<file path="src/hdl/swa_pkg.sv">
// package for the sliding window average block
// holds field widths, reset values and the sequencer state type; no dependencies
package swa_pkg;

  localparam int SAMPLE_W           = 16;
  localparam int CFG_W              = 5;
  localparam int MAX_WINDOW_DEFAULT = 16;

  localparam logic [CFG_W-1:0] WINDOW_LEN_RESET = 5'd10;

  typedef enum logic [3:0] {
    ST_IDLE = 4'b0001,
    ST_READ = 4'b0010,
    ST_DIV  = 4'b0100,
    ST_HOLD = 4'b1000
  } swa_state_t;

endpackage

</file>
<file path="src/hdl/sliding_window_average.sv">
// sliding window (boxcar) average over unsigned q8.8 samples
// depends on swa_pkg; ring of samples kept in an internal synchronous memory
//
//  channel   | handshake                    | payload
//  ----------+------------------------------+-------------------------------
//  sample    | sample_valid / sample_stall  | sample[15:0], end_of_block
//  average   | average_valid / average_stall| average[15:0], last_average
//  config    | window_len_we                | window_len[4:0]
//
// a request without a result passes through accept, then ring read and sum update
// a request with a result goes on through the bit-serial divider, which works through
//   the sum one bit at a time, and then through the output hand-off
// one request is in flight at a time; the ring read state exists for the registered ring memory read
// rst is synchronous, active high; the ring itself is not cleared
// a finished result waits in the hand-off state while an earlier one is stalled,
//   and the sample channel stays stalled until average_stall drops
module sliding_window_average
  import swa_pkg::*;
#(
  parameter int MAX_WINDOW = MAX_WINDOW_DEFAULT
) (
  input  logic                clk,
  input  logic                rst,
  input  logic                window_len_we,
  input  logic [CFG_W-1:0]    window_len,
  input  logic                sample_valid,
  output logic                sample_stall,
  input  logic [SAMPLE_W-1:0] sample,
  input  logic                end_of_block,
  output logic                average_valid,
  input  logic                average_stall,
  output logic [SAMPLE_W-1:0] average,
  output logic                last_average
);

  // ring index, window length and sum widths all follow from the ring depth
  localparam int IDX_W = (MAX_WINDOW > 1) ? $clog2(MAX_WINDOW) : 1;
  localparam int LEN_W = $clog2(MAX_WINDOW + 1);
  localparam int EXT_W = (LEN_W > CFG_W) ? LEN_W : CFG_W;
  localparam int SUM_W = SAMPLE_W + $clog2(MAX_WINDOW);
  localparam int CNT_W = $clog2(SUM_W + 1);

  // sample history, one write and one read port
  logic [SAMPLE_W-1:0] ring [0:MAX_WINDOW-1];
  logic [SAMPLE_W-1:0] ring_rd;

  swa_state_t          state;
  logic [CFG_W-1:0]    len_raw;
  logic [IDX_W-1:0]    write_slot;
  logic [LEN_W-1:0]    fill_count;
  logic [SUM_W-1:0]    window_sum;
  logic [SAMPLE_W-1:0] sample_r;
  logic                eob_r;

  // divider registers
  logic [SUM_W-1:0]    div_num;
  logic [LEN_W-1:0]    div_rem;
  logic [LEN_W-1:0]    div_den;
  logic [CNT_W-1:0]    div_cnt;
  logic                div_last;

  logic [LEN_W-1:0]    eff_len;
  logic [EXT_W-1:0]    len_ext;
  logic [LEN_W-1:0]    slot_ext;
  logic [LEN_W-1:0]    old_pos;
  logic [IDX_W-1:0]    old_idx;
  logic                accept;
  logic                full_window;
  logic [LEN_W-1:0]    fill_next;
  logic [SUM_W-1:0]    sum_next;
  logic                has_result;
  logic [LEN_W:0]      rem_shift;
  logic                rem_ge;
  logic [LEN_W-1:0]    rem_next;
  logic                out_free;

  // zero acts as one, anything above the ring depth as the ring depth
  always_comb begin
    len_ext = EXT_W'(len_raw);
    if (len_raw == '0) begin
      eff_len = LEN_W'(1);
    end else if (len_ext > EXT_W'(MAX_WINDOW)) begin
      eff_len = LEN_W'(MAX_WINDOW);
    end else begin
      eff_len = len_ext[LEN_W-1:0];
    end
  end

  // slot of the sample leaving the window
  always_comb begin
    slot_ext = LEN_W'(write_slot);
    if (slot_ext >= eff_len) begin
      old_pos = slot_ext - eff_len;
    end else begin
      old_pos = slot_ext + LEN_W'(MAX_WINDOW) - eff_len;
    end
    old_idx = old_pos[IDX_W-1:0];
  end

  assign sample_stall = (state != ST_IDLE);
  assign accept       = sample_valid && !sample_stall;
  assign out_free     = !average_valid || !average_stall;

  // running sum update, evaluated in the read cycle when ring_rd is valid
  always_comb begin
    full_window = (fill_count >= eff_len);
    if (full_window) begin
      fill_next = fill_count;
      sum_next  = window_sum - SUM_W'(ring_rd) + SUM_W'(sample_r);
    end else begin
      fill_next = fill_count + LEN_W'(1);
      sum_next  = window_sum + SUM_W'(sample_r);
    end
    has_result = (fill_next >= eff_len);
  end

  // one restoring division step
  always_comb begin
    rem_shift = {div_rem, div_num[SUM_W-1]};
    rem_ge    = (rem_shift >= {1'b0, div_den});
    if (rem_ge) begin
      rem_next = LEN_W'(rem_shift - {1'b0, div_den});
    end else begin
      rem_next = rem_shift[LEN_W-1:0];
    end
    div_last = (div_cnt == CNT_W'(SUM_W - 1));
  end

  // ring memory: registered read at accept, write-back in the read cycle
  always_ff @(posedge clk) begin
    if (accept) begin
      ring_rd <= ring[old_idx];
    end
    if (state == ST_READ) begin
      ring[write_slot] <= sample_r;
    end
  end

  // request payload and divider datapath
  always_ff @(posedge clk) begin
    if (accept) begin
      sample_r <= sample;
      eob_r    <= end_of_block;
    end
    case (state)
      ST_READ: begin
        div_num <= sum_next;
        div_rem <= '0;
        div_den <= eff_len;
        div_cnt <= '0;
      end
      ST_DIV: begin
        div_num <= {div_num[SUM_W-2:0], rem_ge};
        div_rem <= rem_next;
        div_cnt <= div_cnt + CNT_W'(1);
      end
      default: begin
      end
    endcase
  end

  // sequencer and block state
  always_ff @(posedge clk) begin
    if (rst) begin
      state         <= ST_IDLE;
      len_raw       <= WINDOW_LEN_RESET;
      write_slot    <= '0;
      fill_count    <= '0;
      window_sum    <= '0;
      average_valid <= 1'b0;
    end else begin
      case (state)
        ST_IDLE: begin
          if (accept) begin
            state <= ST_READ;
          end
        end
        ST_READ: begin
          write_slot <= (write_slot == IDX_W'(MAX_WINDOW - 1)) ? '0 :
                        write_slot + IDX_W'(1);
          // end of block or a new window length restarts the window after this request
          if (eob_r || window_len_we) begin
            fill_count <= '0;
            window_sum <= '0;
          end else begin
            fill_count <= fill_next;
            window_sum <= sum_next;
          end
          state <= has_result ? ST_DIV : ST_IDLE;
        end
        ST_DIV: begin
          if (div_last) begin
            state <= ST_HOLD;
          end
        end
        ST_HOLD: begin
          if (out_free) begin
            state <= ST_IDLE;
          end
        end
        default: begin
          state <= ST_IDLE;
        end
      endcase
      // result valid: raised at the hand-off, dropped once taken
      if (state == ST_HOLD && out_free) begin
        average_valid <= 1'b1;
      end else if (average_valid && !average_stall) begin
        average_valid <= 1'b0;
      end
      // a new window length restarts the block
      if (window_len_we) begin
        len_raw <= window_len;
        if (state != ST_READ) begin
          fill_count <= '0;
          window_sum <= '0;
        end
      end
    end
  end

  // result payload, loaded with the valid flag
  always_ff @(posedge clk) begin
    if (state == ST_HOLD && out_free) begin
      average      <= div_num[SAMPLE_W-1:0];
      last_average <= eob_r;
    end
  end

  a_accept_reads : assert property (@(posedge clk) disable iff (rst)
    accept |=> state == ST_READ)
    else $error("accepted request did not move to ring read");

  a_fill_bound : assert property (@(posedge clk) disable iff (rst)
    state == ST_IDLE |-> fill_count <= eff_len)
    else $error("fill count beyond window length");

  a_rem_bound : assert property (@(posedge clk) disable iff (rst)
    state == ST_DIV |-> (div_rem < div_den) && (div_cnt < CNT_W'(SUM_W)))
    else $error("divider remainder or step count out of range");

  a_result_from_hold : assert property (@(posedge clk) disable iff (rst)
    $rose(average_valid) |-> $past(state == ST_HOLD))
    else $error("result raised outside the hand-off state");

endmodule

</file>
<file path="config.mk">
export PLATFORM = sky130hd
export DESIGN_NAME = sliding_window_average
export DESIGN_NICKNAME = d
export VERILOG_FILES = /design/src/hdl/swa_pkg.sv /design/src/hdl/sliding_window_average.sv
export SDC_FILE = /design/constraint.sdc
export NUM_CORES = 1
export LEC_CHECK = 0
export CORE_ASPECT_RATIO = 0.9
export CORE_MARGIN = 4
export CORE_UTILIZATION = 34
export CTS_BUF_LIST = sky130_fd_sc_hd__clkbuf_4 sky130_fd_sc_hd__clkbuf_8
export CTS_CLUSTER_SIZE = 10
export DETAILED_ROUTE_END_ITERATION = 8
export DONT_BUFFER_PORTS = 1
export GPL_TIMING_DRIVEN = 0
export MAX_ROUTING_LAYER = met4
export PLACE_DENSITY_LB_ADDON = 0.08
export SETUP_SLACK_MARGIN = 0.15
export SYNTH_ARGS = -nofsm -noshare
export SYNTH_HDL_FRONTEND = slang
export SYNTH_SLANG_ARGS = --single-unit
</file>
<file path="constraint.sdc">
create_clock -name clk -period 7.81 [get_ports clk]
set_input_delay 1.1715 -clock clk [delete_from_list [all_inputs] [get_ports clk]]
set_output_delay 1.1715 -clock clk [all_outputs]
set_load 0.05 [all_outputs]
</file>
==> results of run 1 <==
routing by layer:
layer | up-vias | global-route usage | part of all wire | routed length [µm]
met5 | - | - | 0 | 0
met4 | 0 | 0.0472 | 0.022 | 920
met3 | 74 | 0.0348 | 0.035 | 1480
met2 | 149 | 0.249 | 0.47 | 19900
met1 | 4976 | 0.216 | 0.47 | 19800
li1 | 4644 | - | - | -
flip-flops by register name, summed over array words and instances (netlist names), 4 cells and up:
name	cells
div_rem	5
window_sum	20
len_ext	5
div_num	20
sample_r	16
write_slot	4
div_den	5
ring	256
average	16
fill_count	5
state	4
ring_rd	16
div_cnt	5
how the worst max path moves through the flow:
stage	from	endpoint	slack (ps)	cells past startpoint
floorplan	len_ext[1]	state[0]	4540	18
global placement	state[0]	ring[1][10]	3160	6
detailed placement	len_ext[1]	state[0]	3310	18
CTS	len_ext[2]	state[0]	3300	18
global route	len_ext[1]	state[0]	3040	18
finish	len_ext[2]	state[0]	3280	18
Yosys cell counts (all sizes together) (3+ instances only):
cell type / count
and2: 5
mux4: 64
buf: 10
or2: 3
a32oi: 4
a21oi: 68
inv: 91
nor2: 86
nand3: 14
o21a: 7
mux2i: 30
nand2: 54
o211ai: 3
a211o: 3
o31a: 3
ha: 62
a31oi: 5
a211oi: 24
xor2: 21
a22oi: 4
o21bai: 5
o221ai: 3
fa: 19
nand4: 6
dfxtp: 39
o31ai: 4
or3: 5
a21o: 16
a2bb2oi: 3
nor3: 19
clkbuf: 36
edfxtp: 341
nand2b: 10
o21ai: 43
xnor2: 20
nor2b: 26
worst register-to-register path, delay by kind of cell, from the launching register on:
kind / cells / cell delay [ps]
compound gates: 8 / 2300
buf+inv: 1 / 520
flops: 1 / 320
fa+ha+maj: 2 / 410
simple gates: 7 / 920
power groups by stage:
stage	sequential, mW	combinational, mW	clock (mW)
2_1_floorplan	2.32	0.441	0
3_3_place_gp	2.35	0.625	0
3_5_place_dp	2.35	0.626	0
4_1_cts	2.31	0.630	1.97
5_1_grt	2.31	0.686	2.06
6_report	2.31	0.617	1.88
kinds of logic (layout without fill, tap and decap cells):
logic type | after synthesis | count (layout) | synth area share
flops | 380 | 380 | 0.638
buf+inv | 137 | 274 | 0.0304
compound gates | 210 | 210 | 0.0778
mux | 94 | 94 | 0.101
fa+ha+maj | 81 | 81 | 0.0669
xor+xnor | 41 | 41 | 0.0208
simple gates | 238 | 238 | 0.0654
stage by stage:
stage / worst slack (ps) / hold slack (ps) / instance area (µm²) / util
after global routing: 3040 / 471 / 19800 / 0.393
final: 3280 / 460 / 19800 / 0.393
after global placement: 3160 / 443 / 18100 / 0.360
after floorplan: 4540 / 426 / 17300 / -
after CTS: 3300 / 460 / 19800 / 0.393
after detailed placement: 3310 / 446 / 18500 / 0.366
cell type report:
type / count / area, µm² / area share
buffer: 46 / 184 / 0.00928
clock buffer: 88 / 1140 / 0.0577
clock inverter: 31 / 221 / 0.0112
inverter: 91 / 342 / 0.0172
multi-input combinational: 664 / 5790 / 0.292
sequential: 380 / 11000 / 0.556
tap: 680 / 851 / 0.0429
timing repair buffer: 18 / 268 / 0.0135
==> run metrics, run 1 <==
WP data required=8380 ps; Synth area leader=edfxtp_1; Comb power frac=0.128; H-tree depth=3; internal power=3.54 mW; DRT Wirelength=42100 µm; cell family with most CP delay=compound AO/OA/AOI/OAI gates; Post-Syn Area per Cell=14.6 µm²; Remaining Overflow, GRT=0; kind of end point of the critical path=flip-flop; Sw Share=0.264; maximum clock insertion buffer count=3; post-layout min period=4530 ps; All-Layer GR Usage=0.161; Die Y=222 µm; MaxCap Viol Count=0; startpoint of the worst register-to-register path=len_ext[2]; most frequent cells in the layout=341 x edfxtp_1, 90 x inv_1, 77 x clkbuf_8; # hold bufs at CTS=0; Cells on Worst Hold Path=0; first-pass GRT wire length=64100 µm; RSZ-0062 raised after global routing=no; Flop pwr share=0.480; final hold vios=0; final number of setup-violating endpoints=0; Clock power frac=0.392; die width=246 µm; CP max FO=10; Gate Count Post-Synth=1181; top cell type's share of synthesized area=0.593; fmax=221 MHz; CP bufs+invs=1; largest net degree at the start of global routing=31; Tightest Pin Transition=1290 ps; fin cells=1998; period utilization=0.580; CP Launch Type=flip-flop; ys flop type=edfxtp_1; worst reg2reg path depth=18; Hold Path Sink=average[12]; Worst VDD drop=147 µV; Arr. time, crit path=5090 ps; filler cell count in the final layout=4827; Final Skew=31.0 ps; input/output buffers=0; fraction of layout instances using a drive strength above 1=0.172; hold_sp=div_num[12]; GPL Wtd Cong=0.792; Cell Area, Synth=17300 µm²; Initial Util=0.343; #FFs+latches synth=380; later-pin clock latency in the skew report=640 ps; R2R setup slack=3280 ps; vias post-DR=9843; CORE AREA=50400 µm²; post-CTS resize count=0; initial antenna violation count=1; clk root buf=clkbuf_8; Slowest cell on crit path=o21ai_0; # clock sinks=380; worst relative slew slack=0.140; most area-consuming cells after synthesis=edfxtp_1 59%, mux4_2 8.3%, dfxtp_1 4.5%, ha_1 4.5%, fa_1 2.2%; Rows=78; sequential share of the synthesized area=0.638; commonest non-fill, non-tap cell in the layout=edfxtp_1; kind of critical path=flip-flop to flip-flop; die area=54500 µm²; Antenna Cells=0; delay of the slowest critical-path stage=970 ps; nets@finish=1378; P_leak=6.98 nW; CP dominant cell by count=a21o_1; Post-synth ARST share=0; Worst Hold Class=flip-flop to flip-flop; Power Density=242 nW/µm²; Syn-to-layout area delta=14.7%; Final TNS setup=0 ps; EDFF count, synth=341; Net Switching=1.27 mW; Routed Antenna Nets=0; yosys warns=0; IO Count=46; post-CTS setup buffer count=0; number of CTS-inserted buffers=69; Netlist cell types=62; dpl cells=1879; max-slew violation count=0; Worst R2R End=state[0]; Clock transition at path regs=50 ps; vias in the first global route=10300; Pwr Total=4.80 mW; Starting DRT DRC Count=506; crit path cell chain=nor3_1 > nor2_1 > nor2_1 > ha_1 > nand2b_1 > a21o_1 > a21oi_1 > o21ai_0 > buf_2 > nand2_1 > nand2_1 > ha_1 > a21o_1 > a21o_1 > a21oi_1 > nor2b_1 > o21ai_0 > a31o_2; Remaining DRCs=0; CTS tree=yes; vias per inst=4.93; Mapped Nets=1289; Pre-antenna DRT Iters=5; status=finished, final reports clean; routed len/inst=21.1 µm; dpl hpwl=29700 µm
(Power assumes the default switching activity.)
==> run 2, diff against run 1 <==
Settings changed: ABC_AREA from default to 1.
Clock period 7.81 ns to 4.7 ns, I/O delays scaled along.
==> run metrics, run 2 <==
final number of setup-violating endpoints=0 (unchanged); EDFF count, synth=341 (unchanged); Pwr Total=9.04 mW (was 4.80 mW); first-pass GRT wire length=83000 µm (was 64100 µm); Starting DRT DRC Count=1047 (was 506); input/output buffers=0 (unchanged); max reg flops=256 (unchanged); Synth area leader=edfxtp_1 (unchanged); H-tree depth=3 (unchanged); P_leak=8.01 nW (was 6.98 nW); Pre-antenna DRT Iters=5 (unchanged); Final Worst Setup Slack=520 ps (was 3280 ps); ys flop type=edfxtp_1 (unchanged); Rows=80 (was 78); Cells on Worst Hold Path=0 (unchanged); Arr. time, crit path=4520 ps (was 5090 ps); fraction of layout instances using a drive strength above 1=0.104 (was 0.172); Initial Util=0.344 (was 0.343); Tightest Pin Transition=1140 ps (was 1290 ps); post-CTS resize count=0 (unchanged); top cells by count, synth=341 x edfxtp_1, 303 x nand2_1, 300 x nor2_1 (was 341 x edfxtp_1, 91 x inv_1, 86 x nor2_1); vias post-DR=13100 (was 9843); commonest non-fill, non-tap cell in the layout=edfxtp_1 (unchanged); dpl hpwl=39000 µm (was 29700 µm); post-layout min period=4180 ps (was 4530 ps); Final Skew=33.7 ps (was 31.0 ps); final hold vios=0 (unchanged); Remaining Overflow, GRT=0 (unchanged); IO Count=46 (unchanged); CTS tree=yes (unchanged); routed len/inst=21.2 µm (was 21.1 µm); Power Density=432 nW/µm² (was 242 nW/µm²); kind of end point of the critical path=flip-flop (unchanged); Worst VDD drop=269 µV (was 147 µV); GPL Wtd Cong=0.898 (was 0.792); later-pin clock latency in the skew report=640 ps (about the same); vias per inst=4.99 (was 4.93); status=finished, final reports clean (unchanged); WP data required=5030 ps (was 8380 ps); initial antenna violation count=3 (was 1); vias in the first global route=13000 (was 10300); clk root buf=clkbuf_8 (unchanged); number of CTS-inserted buffers=70 (was 69); Final TNS setup=0 ps (unchanged); CP max FO=10 (unchanged); Largest Register=ring (unchanged); worst reg2reg path depth=13 (was 18); fmax=239 MHz (was 221 MHz); Mapped Nets=1900 (was 1289); maximum clock insertion buffer count=3 (unchanged); leading registers by flop count=ring (256), div_num (20), window_sum (20) (unchanged); MaxCap Viol Count=0 (unchanged); max-slew violation count=0 (unchanged); Gate Count Post-Synth=1792 (was 1181); Cell Area, Synth=18300 µm² (was 17300 µm²); CORE AREA=53200 µm² (was 50400 µm²); #FFs+latches synth=380 (unchanged); kind of critical path=flip-flop to flip-flop (unchanged); post-CTS setup buffer count=0 (unchanged); die area=57600 µm² (was 54500 µm²); Remaining DRCs=0 (unchanged); All-Layer GR Usage=0.199 (was 0.161); Routed Antenna Nets=0 (unchanged); Netlist cell types=39 (was 62); Syn-to-layout area delta=14.4% (was 14.7%); Post-Syn Area per Cell=10.2 µm² (was 14.6 µm²); most frequent cells in the layout=341 x edfxtp_1, 303 x nand2_1, 282 x nor2_1 (was 341 x edfxtp_1, 90 x inv_1, 77 x clkbuf_8); RSZ-0062 raised after global routing=no (unchanged); DP Worst Slack=557 ps (was 3310 ps); Post-synth ARST share=0 (unchanged); # hold bufs at CTS=0 (unchanged); sequential share of the synthesized area=0.602 (was 0.638); CP Launch Type=flip-flop (unchanged); yosys warns=0 (unchanged); top cell type's share of synthesized area=0.559 (was 0.593); period utilization=0.889 (was 0.580); nets@finish=1990 (was 1378); Worst Hold Class=primary input to flip-flop (was flip-flop to flip-flop); Die Y=228 µm (was 222 µm); most area-consuming cells after synthesis=edfxtp_1 56%, nand2_1 6.2%, nor2_1 6.2%, dfxtp_1 4.3%, ha_1 4.2% (was edfxtp_1 59%, mux4_2 8.3%, dfxtp_1 4.5%, ha_1 4.5%, fa_1 2.2%); DRT Wirelength=55800 µm (was 42100 µm); die width=253 µm (was 246 µm); worst relative slew slack=0.237 (was 0.140); Clock transition at path regs=60 ps (was 50 ps); largest net degree at the start of global routing=31 (unchanged); Finished Core Util=0.394 (was 0.393); most common cell in the netlist=edfxtp_1 (unchanged); filler cell count in the final layout=5248 (was 4827); # clock sinks=380 (unchanged)
## run 2: changes by cell type in the layout (fill, tap and decap cells not counted), moves of 26 or more
cell,before,now
nor2_1,74,282
inv_1,90,206
mux2i_1,30,0
nand2_1,54,303
o32ai_1,0,64
nand3_1,14,85
mux4_2,64,0
o21ai_0,40,105
nor2b_1,26,0
## run 2: worst max-delay path, stage by stage (launching register included)
cell and delay (ps):
dfxtp_1 290, inv_1 110, a31oi_1 110, nor2_1 300, ha_1 240, inv_1 50, fa_1 550, buf_2 290
buf_4 260, clkbuf_1 420, o21ai_0 180, o32ai_1 420, nand2_1 130, a31oi_1 520
## run 2: metal layers
metal	GRT usage	routed length, µm	share of wire
met1	0.284	27000	0.48
met2	0.301	25100	0.45
met3	0.0308	2500	0.045
met4	0.0489	1200	0.022
met5	-	0	0
## run 2: path summary, 6_finish.rpt
kind / start / end / slack [ps]
max: len_ext[3] / ring_rd[10] / 520
min: sample[5] / sample_r[5] / 170
max reg2reg: len_ext[3] / ring_rd[10] / 520
min reg2reg: div_num[6] / average[6] / 440
## run 2: cells by family (layout without fill, tap and decap cells)
family	count (synthesis)	after routing	share of synthesized area
and+or+nand+nor	742	742	0.166
DFF	380	380	0.602
AOI/OAI and AO/OA	291	291	0.0962
buffers and inverters	277	420	0.0620
adders and majority gates	81	81	0.0632
xor gates and xnor gates	21	21	0.0109
other	0	3	0
## run 2: per-stage QoR
| stage | instances | hold slack [ps] | instance area (µm²) |
|---|---|---|---|
| finish | 2635 | 169 | 20900 |
| CTS | 2631 | 107 | 20900 |
| global route | 2633 | 114 | 20900 |
| global placement | 2489 | 436 | 19200 |
| floorplan | 1792 | 427 | 18300 |
| detailed placement | 2506 | 433 | 19500 |
## run 2: layout make-up
type	instances	area [µm²]	area share
Clock buffer	101	1230	0.0589
Buffer	69	354	0.0169
Sequential cell	380	11000	0.526
Timing Repair Buffer	18	317	0.0151
Inverter	208	781	0.0373
Antenna cell	3	7.51	0.000359
Tap cell	697	872	0.0417
Multi-Input combinational cell	1135	6200	0.296
Clock inverter	24	153	0.00729
## run 2: power breakdown
group	internal, mW	switching (mW)
Combinational	0.575	1.30
Sequential	3.84	0.174
Clock	1.75	1.40
Total	6.16	2.88
